### config.mk
export PLATFORM = sky130hd
export DESIGN_NAME = terminal_escape_key_decoder_top
export DESIGN_NICKNAME = d
export VERILOG_FILES = /design/src/design/tekd_pkg.sv /design/src/design/tekd_front.sv /design/src/design/tekd_queue.sv /design/src/design/tekd_back.sv /design/src/design/terminal_escape_key_decoder_top.sv
export SDC_FILE = /design/constraint.sdc
export NUM_CORES = 1
export LEC_CHECK = 0
export ABC_AREA = 1
export BUFFER_PORTS_ARGS = -buffer_cell sky130_fd_sc_hd__buf_2
export CORE_UTILIZATION = 40
export CTS_CLUSTER_DIAMETER = 100
export DETAILED_ROUTE_END_ITERATION = 6
export GPL_TIMING_DRIVEN = 1
export SYNTH_ARGS = -nofsm -noshare
export SYNTH_HDL_FRONTEND = slang
export SYNTH_HIERARCHICAL = 1
export SYNTH_SLANG_ARGS = --single-unit
### constraint.sdc
create_clock -name clk -period 3 [get_ports clk]
set_clock_uncertainty 0.05 [all_clocks]
set_input_delay 0.45 -clock clk [delete_from_list [all_inputs] [get_ports clk]]
set_output_delay 0.45 -clock clk [all_outputs]
set_load 0.05 [all_outputs]
### src/design/tekd_pkg.sv
package tekd_pkg;

	localparam int DIGIT_BUFFER_DEF = 8;
	localparam int QUEUE_DEPTH = 2;

	localparam logic [7:0] ESC_BYTE   = 8'h1b;
	localparam logic [7:0] CHAR_O     = 8'h4f;
	localparam logic [7:0] CHAR_LBR   = 8'h5b;
	localparam logic [7:0] CHAR_TILDE = 8'h7e;
	localparam logic [7:0] CHAR_SEMI  = 8'h3b;
	localparam logic [7:0] CHAR_ZERO  = 8'h30;
	localparam logic [7:0] CHAR_ONE   = 8'h31;
	localparam logic [7:0] NO_KEY     = 8'hff;

	localparam logic [7:0] KEY_UP    = 8'd0;
	localparam logic [7:0] KEY_DOWN  = 8'd1;
	localparam logic [7:0] KEY_RIGHT = 8'd2;
	localparam logic [7:0] KEY_LEFT  = 8'd3;
	localparam logic [7:0] KEY_LINE_HOME = 8'd4;
	localparam logic [7:0] KEY_END   = 8'd5;
	localparam logic [7:0] KEY_DEL   = 8'd6;
	localparam logic [7:0] KEY_PGUP  = 8'd7;
	localparam logic [7:0] KEY_PGDN  = 8'd8;
	localparam logic [7:0] KEY_F1    = 8'd9;
	localparam logic [7:0] KEY_F5    = 8'd13;
	localparam logic [7:0] KEY_F6    = 8'd14;
	localparam logic [7:0] KEY_F11   = 8'd19;
	localparam logic [7:0] KEY_PASTE_ON  = 8'd21;
	localparam logic [7:0] KEY_PASTE_OFF = 8'd22;

	// One classified input byte as it travels from the front to the back.
	typedef struct packed {
		logic       timeout;
		logic [7:0] byte_val;
		logic       is_esc;
		logic       is_o;
		logic       is_lbr;
		logic       is_tilde;
		logic       is_semi;
		logic       is_digit;
		logic [3:0] digit;
		logic [7:0] letter_key;  // arrow/home/end code after CSI, or NO_KEY
		logic [7:0] ss3_key;     // key code after SS3, or NO_KEY
		logic [2:0] mod_flags;   // {ctrl, meta, shift}, zero outside '2'..'8'
	} tok_t;

	function automatic logic [7:0] csi_number(input logic [7:0] n);
		logic [7:0] k;
		unique case (n) inside
			8'd3:            k = KEY_DEL;
			8'd5:            k = KEY_PGUP;
			8'd6:            k = KEY_PGDN;
			[8'd11:8'd14]:   k = KEY_F1 + (n - 8'd11);
			8'd15:           k = KEY_F5;
			[8'd17:8'd21]:   k = KEY_F6 + (n - 8'd17);
			[8'd23:8'd24]:   k = KEY_F11 + (n - 8'd23);
			8'd200:          k = KEY_PASTE_ON;
			8'd201:          k = KEY_PASTE_OFF;
			default:         k = NO_KEY;
		endcase
		return k;
	endfunction

endpackage

### src/design/tekd_front.sv
module tekd_front (
	input  logic              operation,
	input  logic [7:0]        byte_value,
	output tekd_pkg::tok_t    tok
);

	logic [7:0] mod_m;

	assign mod_m = byte_value - tekd_pkg::CHAR_ONE;

	always_comb begin
		tok.timeout  = operation;
		tok.byte_val = byte_value;
		tok.is_esc   = (byte_value == tekd_pkg::ESC_BYTE);
		tok.is_o     = (byte_value == tekd_pkg::CHAR_O);
		tok.is_lbr   = (byte_value == tekd_pkg::CHAR_LBR);
		tok.is_tilde = (byte_value == tekd_pkg::CHAR_TILDE);
		tok.is_semi  = (byte_value == tekd_pkg::CHAR_SEMI);
		tok.is_digit = (byte_value >= 8'h30) && (byte_value <= 8'h39);
		tok.digit    = 4'(byte_value - tekd_pkg::CHAR_ZERO);

		unique case (byte_value)
			8'h41:   tok.letter_key = tekd_pkg::KEY_UP;
			8'h42:   tok.letter_key = tekd_pkg::KEY_DOWN;
			8'h43:   tok.letter_key = tekd_pkg::KEY_RIGHT;
			8'h44:   tok.letter_key = tekd_pkg::KEY_LEFT;
			8'h48:   tok.letter_key = tekd_pkg::KEY_LINE_HOME;
			8'h46:   tok.letter_key = tekd_pkg::KEY_END;
			default: tok.letter_key = tekd_pkg::NO_KEY;
		endcase

		unique case (byte_value)
			8'h50:   tok.ss3_key = tekd_pkg::KEY_F1;
			8'h51:   tok.ss3_key = tekd_pkg::KEY_F1 + 8'd1;
			8'h52:   tok.ss3_key = tekd_pkg::KEY_F1 + 8'd2;
			8'h53:   tok.ss3_key = tekd_pkg::KEY_F1 + 8'd3;
			8'h48:   tok.ss3_key = tekd_pkg::KEY_LINE_HOME;
			8'h46:   tok.ss3_key = tekd_pkg::KEY_END;
			default: tok.ss3_key = tekd_pkg::NO_KEY;
		endcase

		// Modifier digits '2'..'8' map to a bitmask of one less.
		if ((byte_value >= 8'h32) && (byte_value <= 8'h38)) begin
			tok.mod_flags = mod_m[2:0];
		end else begin
			tok.mod_flags = 3'b000;
		end
	end

endmodule

### src/design/tekd_queue.sv
module tekd_queue (
	input  logic           clk,
	input  logic           arst_n,
	input  logic           push,
	input  tekd_pkg::tok_t push_tok,
	output logic           not_full,
	input  logic           pop,
	output logic           not_empty,
	output tekd_pkg::tok_t head_tok
);

	localparam int DEPTH = tekd_pkg::QUEUE_DEPTH;
	localparam int PTR_W = (DEPTH > 1) ? $clog2(DEPTH) : 1;
	localparam int CNT_W = $clog2(DEPTH + 1);

	tekd_pkg::tok_t     store_q [DEPTH];
	logic [PTR_W-1:0]   wr_ptr_q;
	logic [PTR_W-1:0]   rd_ptr_q;
	logic [CNT_W-1:0]   count_q;
	logic               do_push;
	logic               do_pop;

	assign not_full  = (count_q != CNT_W'(DEPTH));
	assign not_empty = (count_q != '0);
	assign do_push   = push && not_full;
	assign do_pop    = pop && not_empty;
	assign head_tok  = store_q[rd_ptr_q];

	function automatic logic [PTR_W-1:0] ptr_inc(input logic [PTR_W-1:0] p);
		return (p == PTR_W'(DEPTH - 1)) ? '0 : p + 1'b1;
	endfunction

	always_ff @(posedge clk) begin
		if (do_push) begin
			store_q[wr_ptr_q] <= push_tok;
		end
	end

	always_ff @(posedge clk or negedge arst_n) begin
		if (!arst_n) begin
			wr_ptr_q <= '0;
			rd_ptr_q <= '0;
			count_q  <= '0;
		end else begin
			if (do_push) begin
				wr_ptr_q <= ptr_inc(wr_ptr_q);
			end
			if (do_pop) begin
				rd_ptr_q <= ptr_inc(rd_ptr_q);
			end
			if (do_push && !do_pop) begin
				count_q <= count_q + 1'b1;
			end else if (do_pop && !do_push) begin
				count_q <= count_q - 1'b1;
			end
		end
	end

endmodule

### src/design/tekd_back.sv
module tekd_back #(
	parameter int DIGIT_BUFFER = tekd_pkg::DIGIT_BUFFER_DEF
) (
	input  logic           clk,
	input  logic           arst_n,
	input  logic           tok_valid,
	input  tekd_pkg::tok_t tok,
	output logic           tok_pop,
	output logic           out_valid,
	input  logic           out_ready,
	output logic           is_special,
	output logic [7:0]     key_code,
	output logic           shift_flag,
	output logic           meta_flag,
	output logic           ctrl_flag
);

	localparam int CNT_W = $clog2(DIGIT_BUFFER);
	localparam logic [CNT_W:0] CNT_LIMIT = (CNT_W + 1)'(DIGIT_BUFFER - 1);

	localparam logic [2:0] PH_IDLE   = 3'd0;
	localparam logic [2:0] PH_ESC    = 3'd1;
	localparam logic [2:0] PH_SS3    = 3'd2;
	localparam logic [2:0] PH_CSI    = 3'd3;
	localparam logic [2:0] PH_DIGITS = 3'd4;
	localparam logic [2:0] PH_MOD    = 3'd5;
	localparam logic [2:0] PH_TERM   = 3'd6;

	logic [2:0]       phase_q, phase_nxt;
	logic [CNT_W-1:0] count_q, count_nxt;
	logic [7:0]       number_q, number_nxt;
	logic [2:0]       mod_q, mod_nxt;

	logic             out_valid_q;
	logic             res_special_q;
	logic [7:0]       res_code_q;
	logic [2:0]       res_flags_q;

	logic             emit;
	logic             emit_special;
	logic [7:0]       emit_code;
	logic [2:0]       emit_flags;
	logic [11:0]      number_acc;
	logic [CNT_W:0]   count_inc;
	logic [7:0]       term_key;
	logic [7:0]       tilde_key;

	// The output register frees itself when its transaction completes.
	assign tok_pop = tok_valid && (!out_valid_q || out_ready);

	assign number_acc = {1'b0, number_q, 3'b000} + {3'b000, number_q, 1'b0}
		+ {8'd0, tok.digit};
	assign count_inc  = {1'b0, count_q} + 1'b1;
	assign tilde_key  = tekd_pkg::csi_number(number_q);

	always_comb begin
		if (number_q == 8'd1) begin
			term_key = tok.letter_key;
		end else if (tok.is_tilde) begin
			term_key = tilde_key;
		end else begin
			term_key = tekd_pkg::NO_KEY;
		end
	end

	always_comb begin
		phase_nxt    = phase_q;
		count_nxt    = count_q;
		number_nxt   = number_q;
		mod_nxt      = mod_q;
		emit         = 1'b0;
		emit_special = 1'b0;
		emit_code    = tekd_pkg::ESC_BYTE;
		emit_flags   = 3'b000;

		unique case (phase_q)
			PH_ESC: begin
				if (tok.timeout) begin
					emit = 1'b1;
				end else if (tok.is_o) begin
					phase_nxt = PH_SS3;
				end else if (tok.is_lbr) begin
					phase_nxt = PH_CSI;
				end else begin
					emit       = 1'b1;
					emit_code  = tok.byte_val;
					emit_flags = 3'b010;
				end
			end
			PH_SS3: begin
				if (tok.timeout) begin
					emit       = 1'b1;
					emit_code  = tekd_pkg::CHAR_O;
					emit_flags = 3'b010;
				end else if (tok.ss3_key != tekd_pkg::NO_KEY) begin
					emit         = 1'b1;
					emit_special = 1'b1;
					emit_code    = tok.ss3_key;
				end else begin
					emit = 1'b1;
				end
			end
			PH_CSI: begin
				if (tok.timeout) begin
					emit = 1'b1;
				end else if (tok.is_digit) begin
					number_nxt = {4'd0, tok.digit};
					count_nxt  = CNT_W'(1);
					if (CNT_LIMIT <= (CNT_W + 1)'(1)) begin
						emit = 1'b1;
					end else begin
						phase_nxt = PH_DIGITS;
					end
				end else if (tok.letter_key != tekd_pkg::NO_KEY) begin
					emit         = 1'b1;
					emit_special = 1'b1;
					emit_code    = tok.letter_key;
				end else begin
					emit = 1'b1;
				end
			end
			PH_DIGITS: begin
				if (tok.timeout) begin
					emit = 1'b1;
				end else if (tok.is_digit) begin
					number_nxt = (number_acc > 12'd255) ? 8'd255 : number_acc[7:0];
					count_nxt  = count_inc[CNT_W-1:0];
					if (count_inc >= CNT_LIMIT) begin
						emit = 1'b1;
					end
				end else if (tok.is_tilde) begin
					emit = 1'b1;
					if (tilde_key != tekd_pkg::NO_KEY) begin
						emit_special = 1'b1;
						emit_code    = tilde_key;
					end
				end else if (tok.is_semi) begin
					phase_nxt = PH_MOD;
				end else begin
					emit = 1'b1;
				end
			end
			PH_MOD: begin
				if (tok.timeout) begin
					emit = 1'b1;
				end else begin
					mod_nxt   = tok.mod_flags;
					phase_nxt = PH_TERM;
				end
			end
			PH_TERM: begin
				emit = 1'b1;
				if (!tok.timeout && (term_key != tekd_pkg::NO_KEY)) begin
					emit_special = 1'b1;
					emit_code    = term_key;
					emit_flags   = mod_q;
				end
			end
			default: begin
				phase_nxt = PH_IDLE;
				if (!tok.timeout) begin
					if (tok.is_esc) begin
						phase_nxt = PH_ESC;
					end else begin
						emit      = 1'b1;
						emit_code = tok.byte_val;
					end
				end
			end
		endcase

		if (emit) begin
			phase_nxt = PH_IDLE;
		end
	end

	always_ff @(posedge clk or negedge arst_n) begin
		if (!arst_n) begin
			phase_q     <= PH_IDLE;
			count_q     <= '0;
			number_q    <= '0;
			mod_q       <= '0;
			out_valid_q <= 1'b0;
		end else begin
			if (tok_pop) begin
				phase_q  <= phase_nxt;
				count_q  <= count_nxt;
				number_q <= number_nxt;
				mod_q    <= mod_nxt;
			end
			if (tok_pop) begin
				out_valid_q <= emit;
			end else if (out_ready) begin
				out_valid_q <= 1'b0;
			end
		end
	end

	always_ff @(posedge clk) begin
		if (tok_pop && emit) begin
			res_special_q <= emit_special;
			res_code_q    <= emit_code;
			res_flags_q   <= emit_flags;
		end
	end

	assign out_valid  = out_valid_q;
	assign is_special = res_special_q;
	assign key_code   = res_code_q;
	assign shift_flag = res_flags_q[0];
	assign meta_flag  = res_flags_q[1];
	assign ctrl_flag  = res_flags_q[2];

endmodule

### src/design/terminal_escape_key_decoder_top.sv
// Channel | Handshake            | Payload
// input   | in_valid / in_ready  | operation, byte_value
// output  | out_valid / out_ready| is_special, key_code, shift_flag, meta_flag, ctrl_flag
//
// One transaction per cycle sustained while the output drains; a byte's result passes
// through the queue write, then one parser step, into the output register.
// The parser state machine retires one queued byte per cycle whenever the output
// register is empty or being drained; the two-entry queue keeps input flowing meanwhile.
// Reset clears the parser state, the queue and the output valid; no clearing pass.
// Stalls on the output back up into the queue, then drop in_ready when it is full.
module terminal_escape_key_decoder_top #(
	parameter int DIGIT_BUFFER = tekd_pkg::DIGIT_BUFFER_DEF
) (
	input  logic       clk,
	input  logic       arst_n,
	input  logic       in_valid,
	output logic       in_ready,
	input  logic       operation,
	input  logic [7:0] byte_value,
	output logic       out_valid,
	input  logic       out_ready,
	output logic       is_special,
	output logic [7:0] key_code,
	output logic       shift_flag,
	output logic       meta_flag,
	output logic       ctrl_flag
);

	tekd_pkg::tok_t in_tok;
	tekd_pkg::tok_t head_tok;
	logic           head_valid;
	logic           head_pop;

	tekd_front u_front (
		.operation  (operation),
		.byte_value (byte_value),
		.tok        (in_tok)
	);

	tekd_queue u_queue (
		.clk       (clk),
		.arst_n    (arst_n),
		.push      (in_valid),
		.push_tok  (in_tok),
		.not_full  (in_ready),
		.pop       (head_pop),
		.not_empty (head_valid),
		.head_tok  (head_tok)
	);

	tekd_back #(
		.DIGIT_BUFFER (DIGIT_BUFFER)
	) u_back (
		.clk        (clk),
		.arst_n     (arst_n),
		.tok_valid  (head_valid),
		.tok        (head_tok),
		.tok_pop    (head_pop),
		.out_valid  (out_valid),
		.out_ready  (out_ready),
		.is_special (is_special),
		.key_code   (key_code),
		.shift_flag (shift_flag),
		.meta_flag  (meta_flag),
		.ctrl_flag  (ctrl_flag)
	);

endmodule

Word level (Yosys, flattened, before mapping)
Memories as Yosys holds them, arrays and structs flattened.
Index checks and enable logic that the tools add are counted.
{ "word_totals": {"out_inout_bits": 14, "ramBits": 76, "word_cells": 198, "regBits": 34, "mem_count": 1, "inputBits": 13} }
{ "memory_table": {"columns": ["name", "words", "word_bits", "rd", "rd_ports_with_merged_regs", "write_ports", "line", "text"], "rows": [
  ["u_queue.store_q", 2, 38, 1, 0, 1, "tekd_queue.sv:16", "tekd_pkg::tok_t store_q [DEPTH];"]
]} }
{ "classes": {"eq_ne": 47, "bitwise": 1, "reduce_logical": 25, "order_cmp": 12, "mux": 86, "n_addsub": 15} }
{ "ops": {"columns": ["operator", "count"], "rows": [
  ["8-bit 2-to-1 mux", 22],
  ["8-bit one-hot mux with 6 select lines", 3],
  ["8-bit by 7-bit == test with 1-bit output, second input constant", 13],
  ["8-bit one-hot mux with 9 select lines", 1],
  ["3-bit 2-to-1 mux", 20],
  ["8-bit inequality test, second input constant", 4],
  ["1-bit 2-to-1 mux", 30],
  ["4-bit by 8-bit adder with 8-bit output, first input constant", 2],
  ["8-bit by 3-bit == test with 1-bit output, second input constant", 2],
  ["8-bit == test, second input constant", 2],
  ["8-bit by 5-bit greater-or-equal comparator with 1-bit output, second input constant", 2],
  ["8-bit by 6-bit greater-or-equal comparator with 1-bit output, second input constant", 2],
  ["8-bit by 5-bit less-or-equal comparator with 1-bit output, second input constant", 2],
  ["8-bit by 6-bit less-or-equal comparator with 1-bit output, second input constant", 2],
  ["8-bit one-hot mux with 2 select lines", 1],
  ["8-bit by 5-bit subtractor with 8-bit output, second input constant", 2],
  ["3-bit one-hot mux with 5 select lines", 1],
  ["11-bit by 9-bit adder with 12-bit output", 1],
  ["12-bit by 4-bit adder with 12-bit output", 1],
  ["12-bit by 8-bit greater-than comparator with 1-bit output, second input constant", 1],
  ["1-bit logical AND", 12],
  ["3-bit by 2-bit inequality test with 1-bit output, second input constant", 4],
  ["3-bit inequality test, second input constant", 4],
  ["11-bit AND reduction", 1],
  ["other kinds (34)", 51]
]} }

Longest topological paths before layout
Gate-level depths: netlist of the first run.
{ "depth": {"depth_word": 9, "mapped_depth": 19, "depth_no_buf": 19} }

Hierarchy
Netlist of the first run, hierarchy kept.
{ "modules_own_cells": {"columns": ["mod", "cells_per_inst", "area_each_um2", "n_inst", "seq_area_each_um2"], "rows": [
  ["tekd_back", 457, 3199.3, 1, 810.8],
  ["tekd_queue", 227, 2975.4, 1, 2382.3],
  ["tekd_front", 101, 548.0, 1, 0.0]
]} }

Least setup slack after synthesis of the first run
OpenSTA, ideal clock, no wires.
{ "synth_timing": {"path_kind": "reg-to-reg", "from": "reg u_queue.count_q[0]", "to": "mem u_queue/store_q[0][0] (netlist bit) (enable)", "arrival_ns": 2.621, "path_stages_with_launch": 5, "path_buffers": 0, "slack_ns": -0.105, "path_cell_list": "dfrtp_1 inv_1 nand2_1 nand2_1 nor2_1"} }
{ "synth_between": {"elab_chain_len": 4} }
{ "synth_rtl": {"columns": ["item", "line", "text"], "rows": [
  ["from (decl)", "tekd_queue.sv:19", "logic [CNT_W-1:0] count_q;"],
  ["from (signal assigned)", "tekd_queue.sv:52", "count_q <= count_q + 1'b1;"],
  ["from (signal assigned)", "tekd_queue.sv:54", "count_q <= count_q - 1'b1;"],
  ["2-bit inequality test", "tekd_queue.sv:23", "assign not_full = (count_q != CNT_W'(DEPTH));"],
  ["net in_ready", "terminal_escape_key_decoder_top.sv:17", "output logic in_ready,"],
  ["1-bit logical AND", "tekd_queue.sv:25", "assign do_push = push && not_full;"],
  ["1-bit 2-to-1 mux", "tekd_queue.sv:34", "if (do_push) begin"],
  ["1-bit 2-to-1 mux (implied by the code)", "tekd_queue.sv:35", "store_q[wr_ptr_q] <= push_tok;"],
  ["to (decl)", "tekd_queue.sv:16", null]
]} }
The timed path passes the listed nets, and every way through them passes these cells.

==> metrics, run 1 <==
TritonCTS clock tree built; DRT Pass-1 Iters 4; final hold vios 0; Rel. slew slack 0.642; post-synthesis simple-gate area fraction 0.275; Pins Over Slew Limit 0; synth cell count leaders 240 x nand2_1, 88 x edfxtp_1, 78 x inv_1; Ports 27; first-pass GRT wire length between 20,000 and 25,000 um; fin crit period roughly 2.8 ns; 1st-iter DRT viols 356; area grow syn2layout 9.60%; Yosys top cell area share 0.393; Post-Synth Adder-Cell Area 0.0692; initial core utilization 0.407; number of remaining DRC errors 0; die width around 130 um; Most used DFF post-synth edfxtp_1; Area contributors post-synth edfxtp_1 39%, nand2_1 13%, dfrtp_1 8.2%, ha_1 6.3%, nand3_1 5.0%; Max Cap Violations 0; post-synth cell types 48; Vias 5,202; Synth Area in Compound Gates 0.0785; Final Instance Area around 7400 um^2; Mapped Cells just under 800; register area share after synthesis 0.475; largest net degree at the start of global routing 39; Die Y between 100 and 150 um; Arr. time, crit path 3.02 ns; hold-fix buffers at CTS 0; die area 17,300 um^2; largest family of logic cells by synthesized area simple AND/OR/NAND/NOR gates; WL/cell 14.3 um; CORE AREA between 15,000 and 20,000 um^2; pre-CTS WS roughly 0.020 ns; Slew @ Worst Pin around 0.54 ns; Critical Path RT 3.20 ns; worst vdd ir 0.000378 V; CP max FO 5; final worst-path setup slack between 0.15 and 0.2 ns; Async SR Flop Fraction 0.200; CTS H-tree lvls 3; antenna violations before repair 0; TritonCTS Buffers 9; Reg2Reg Launch Point u_queue/rd_ptr_q; status completed; GR Overflow Total 0; Static Leakage between 3 and 4 nW; Setup Viol. Count Final 0; post-route ant nets 0; critical path capture point type register; Tot GR Track Use 0.181; vias per cell around 5.0; layout cells sized above 1 0.150; clk sinks 110; CTS root buf clkbuf_16; final period utilization 0.942; Post-Syn Nets between 800 and 900; Hold Crit Class in2async; yosys warns 6; DP Wirelength 11,000 um; Avg Cell Area, Syn around 8.6 um^2; nets about 860; critical path type reg2reg; mux cell area share after synthesis 0.00335; EDFF count, synth 88; #FFs+latches synth 110; Worst-Skew Late Latency about 0.36 ns; port bufs 26; Max Buffers Root-to-Sink 2; xor-xnor portion of the synthesized cell area 0.0117; vias in the first global route roughly 4,800; Mapped Area approximately 6700 um^2; Total Wirelength 14,700 um; Final GP Congestion ~0.87; pwr/cell area about 1000 nW/um^2; most common cell in the netlist nand2_1; post-layout util 0.446; placed cell area 7050 um^2; Core Rows 47; end of the worst register-to-register path u_back/number_q[2]; cell accounting for the most synthesized area edfxtp_1; antenna cells 0; r2r worst-path depth 14; R2R Setup Slk 0.17 ns; Startpoint Class register; maximum clock rate approximately 350 MHz; CTS clk-pin slew, worst paths roughly 0.080 ns
[critical path: stages (launching register included)]
cell and delay (ns):
dfrtp_1 0.38, inv_2 0.07, nand2_1 0.06, nand2_1 0.08, fa_1 0.57, inv_1 0.07, fa_2 0.41, o21ai_2 0.16
a21oi_1 0.08, nor2_1 0.12, nand3_1 0.09, o21ai_0 0.11, nand3_2 0.20, nor3_2 0.18, o22ai_1 0.09
[where the power goes]
group          internal, W  switching [W]
Sequential         0.00217       0.000206
Clock             0.000578       0.000560
Combinational      0.00122        0.00264
[cells by family (layout without fill, tap and decap cells)]
logic type,Yosys count,in the layout
AND/OR/NAND/NOR,413,413
buffers and inverters,126,152
flip-flops,110,110
AO/OA/AOI/OAI,89,89
adder cells (fa/ha/maj),36,36
XOR/XNOR,9,9
multiplexers,2,2
[routing by layer]
metal,vias up,global-route usage,part of all wire
li1,2643,-,-
met1,2407,0.243,0.47
met2,124,0.281,0.46
met3,28,0.0239,0.035
met4,0,0.100,0.032
met5,-,0,0
[state kept, by name, summed over array words and instances, names as in the netlist]
| register | count |
|---|---|
| u_back/count_q | 3 |
| u_back/res_flags_q | 3 |
| u_back/mod_q | 3 |
| u_back/key_code | 8 |
| u_queue/count_q | 2 |
| u_back/phase_q | 3 |
| u_back/number_q | 8 |
| u_back/out_valid | 1 |
| u_queue/store_q | 76 |
| u_back/is_special | 1 |
| u_queue/wr_ptr_q | 1 |
| u_queue/rd_ptr_q | 1 |
[placed cells by master, fill, tap and decap left out, types with 9 or more instances in the layout]
master and n:
nand2_1 239, edfxtp_1 88, inv_1 76, nand3_1 66
nor2_1 49, o21ai_0 33, ha_1 33, buf_2 26
dfrtp_1 21, a21oi_1 19, buf_4 18, nand4_1 14
inv_2 12, clkbuf_16 9, nor2_2 9, nor2_4 9
[how the worst max path moves through the flow]
stage | end | startpoint | slack [ns] | cells past startpoint
after floorplan | u_queue/store_q[0][0] | u_queue/count_q[0] | -0.10 | 4
after global placement | u_back/number_q[5] | u_queue/rd_ptr_q | 0.12 | 14
after detailed placement | u_back/number_q[5] | u_queue/rd_ptr_q | 0.02 | 14
after CTS | u_back/number_q[5] | u_queue/rd_ptr_q | 0.05 | 14
after global routing | u_back/number_q[2] | u_queue/rd_ptr_q | -0.04 | 14
final | u_back/number_q[2] | u_queue/rd_ptr_q | 0.17 | 14
[area by class of cell]
type | count | area, um^2
fill | 1642 | 9160
sequential | 110 | 3190
multi-input combinational | 549 | 3000
inverter | 92 | 354
tap | 220 | 275
timing repair buffer | 44 | 265
clock buffer | 10 | 229
clock inverter | 6 | 53.8
[metrics by stage]
step | cells | total power (W) | hold WS (ns) | setup TNS (ns)
2_1_floorplan | 785 | 0.00515 | 0.104 | -7.96
3_3_place_gp | 1015 | 0.00617 | 0.410 | 0
3_5_place_dp | 1015 | 0.00619 | 0.412 | 0
4_1_cts | 1031 | 0.00734 | 0.0238 | 0
5_1_grt | 1031 | 0.00799 | 0.0541 | -0.0777
6_report | 1031 | 0.00737 | 0.0181 | 0
[what timing repair did]
item                                    4_1_cts  5_1_grt
gates resized for setup                       1       12
pin swaps                                     0        1
setup buffers                                 0        0
endpoints found under the setup margin        4       13
(Power assumes the default switching activity.)
==> inputs of run 2 (changes only) <==
--- a/config.mk
+++ b/config.mk
@@ -11,6 +11,7 @@
 export CTS_CLUSTER_DIAMETER = 100
 export DETAILED_ROUTE_END_ITERATION = 6
 export GPL_TIMING_DRIVEN = 1
+export SETUP_SLACK_MARGIN = 0.2
 export SYNTH_ARGS = -nofsm -noshare
 export SYNTH_HDL_FRONTEND = slang
 export SYNTH_HIERARCHICAL = 1
==> run 2 against run 1 <==
  * Sequential share of layout area is 0.94 points lower
  * Worst hold slack worse by 0.0082 ns
  * Core utilization is 1.0 points higher
  * Largest power group unchanged
  * Setup slack better by 0.14 ns
  * First-iteration DRC count is 3.4% lower
  * Clock power is 9% higher
==> metrics, run 2 (synthesis results as in run 1) <==
Tot GR Track Use 0.180; CTS H-tree lvls 3; layout cells sized above 1 0.179; worst vdd ir around 0.00036 V; fin crit period between 2 and 3 ns; Startpoint Class register; CTS clk-pin slew, worst paths roughly 0.070 ns; post-route ant nets 0; Core Rows 47; Total Wirelength between 10,000 and 15,000 um; Setup Viol. Count Final 0; DP Wirelength 11,000 um; port bufs 26; max reg flops 76; clk sinks between 100 and 150; number of remaining DRC errors 0; TritonCTS clock tree built; pre-CTS WS ~0.037 ns; placed cell area ~7000 um^2; die width ~130 um; final period utilization 0.895; 1st-iter DRT viols about 340; Rel. slew slack 0.642; Max Buffers Root-to-Sink 2; area grow syn2layout 12.1%; Worst-Skew Late Latency between 0.3 and 0.4 ns; Final GP Congestion between 0.8 and 0.9; largest register by flop count u_queue/store_q; Critical Path RT ~3.2 ns; CP max FO 5; die area approximately 17,000 um^2; Ports 27; Comb pwr share 0.535; DRT Pass-1 Iters 6; Slew @ Worst Pin between 0.5 and 0.6 ns; initial core utilization 0.407; Hold Crit Class in2async; GR Overflow Total 0; Net Sw Frac 0.458; hold-fix buffers at CTS 0; WL/cell approximately 14 um; commonest non-fill, non-tap cell in the layout nand2_1; sequential share of power 0.305; maximum clock rate 372 MHz; Arr. time, crit path between 2 and 3 ns; final hold vios 0; Vias about 5,200; CTS root buf clkbuf_16; RSZ-0062 raised after global routing true; Pint ~0.0042 W; final worst-path setup slack between 0.3 and 0.4 ns; Die Y 132 um; critical path type reg2reg; nets 861; Final Instance Area roughly 7500 um^2; largest net degree at the start of global routing 39; R2R Setup Slk around 0.31 ns; critical path capture point type register; antenna violations before repair 0; pwr/cell area between 1000 and 1500 nW/um^2; status completed; Max Cap Violations 0; TritonCTS Buffers 9; Pins Over Slew Limit 0; first-pass GRT wire length 24,600 um; antenna cells 0; Static Leakage ~3.2 nW; CORE AREA between 15,000 and 20,000 um^2; P_sw about 0.0036 W; vias per cell a little over 5; Clk network pwr share 0.160; vias in the first global route 4,868; commonest non-fill, non-tap cells in the layout 234 x nand2_1, 88 x edfxtp_1, 75 x inv_1, 66 x nand3_1, 47 x nor2_1
[run 2: area by class of cell]
class / instances / area (um^2)
clock inverter: 7 / 86.3
timing repair buffer: 50 / 327
inverter: 92 / 355
tap: 220 / 275
sequential: 110 / 3200
fill: 1652 / 8990
multi-input combinational: 549 / 3070
clock buffer: 9 / 225
[run 2: critical path, cell delays in order, from the launching register on]
cell and delay (ns):
dfrtp_1 0.41, inv_2 0.08, nand2_2 0.06, nand2_2 0.06
fa_1 0.56, inv_1 0.06, fa_2 0.36, o21ai_2 0.14
a21oi_1 0.08, nor2_1 0.13, nand3_1 0.11, o21ai_2 0.10
nand3_4 0.14, nand2_4 0.11, o221ai_1 0.10
[run 2: repair_timing]
item / CTS / global route
gates resized for setup: 3 / 32
endpoints found under the setup margin: 8 / 35
setup buffers: 2 / 6
pin swaps: 6 / 4
[run 2: per-layer routing]
layer	share of wire	wire (um)	GRT usage	vias up
met4	0.029	434	0.0866	0
met5	0	0	0	-
met2	0.46	6900	0.282	106
met1	0.48	7130	0.248	2449
li1	-	-	-	2647
met3	0.034	511	0.0228	28
[run 2: power by group through the flow]
stage	Clock, W	Sequential (W)	Combinational [W]
floorplan	0	0.00272	0.00245
global placement	0	0.00240	0.00378
detailed placement	0	0.00241	0.00378
CTS	0.00128	0.00237	0.00388
global route	0.00134	0.00242	0.00462
finish	0.00124	0.00237	0.00416
[run 2: worst paths after layout]
check	endpoint	startpoint	cells past startpoint
min in group clk	u_back/out_valid	out_ready	2
min reg2reg	u_back/count_q[0]	u_back/count_q[0]	1
max	u_back/number_q[5]	u_queue/rd_ptr_q	14
max in group asynchronous	u_back/number_q[0]	arst_n	1
max reg2reg	u_back/number_q[5]	u_queue/rd_ptr_q	14
min	u_queue/count_q[1]	arst_n	1
[run 2: stage by stage]
stage / total power [W] / utilization / instances / hold slack [ns] / setup TNS, ns
global route: 0.00838 / 0.456 / 1037 / 0.0530 / 0
floorplan: 0.00517 / - / 785 / 0.104 / -7.96
CTS: 0.00754 / 0.447 / 1031 / 0.0196 / 0
global placement: 0.00618 / 0.426 / 1013 / 0.416 / 0
detailed placement: 0.00619 / 0.426 / 1013 / 0.408 / 0
finish: 0.00778 / 0.456 / 1037 / 0.00988 / 0
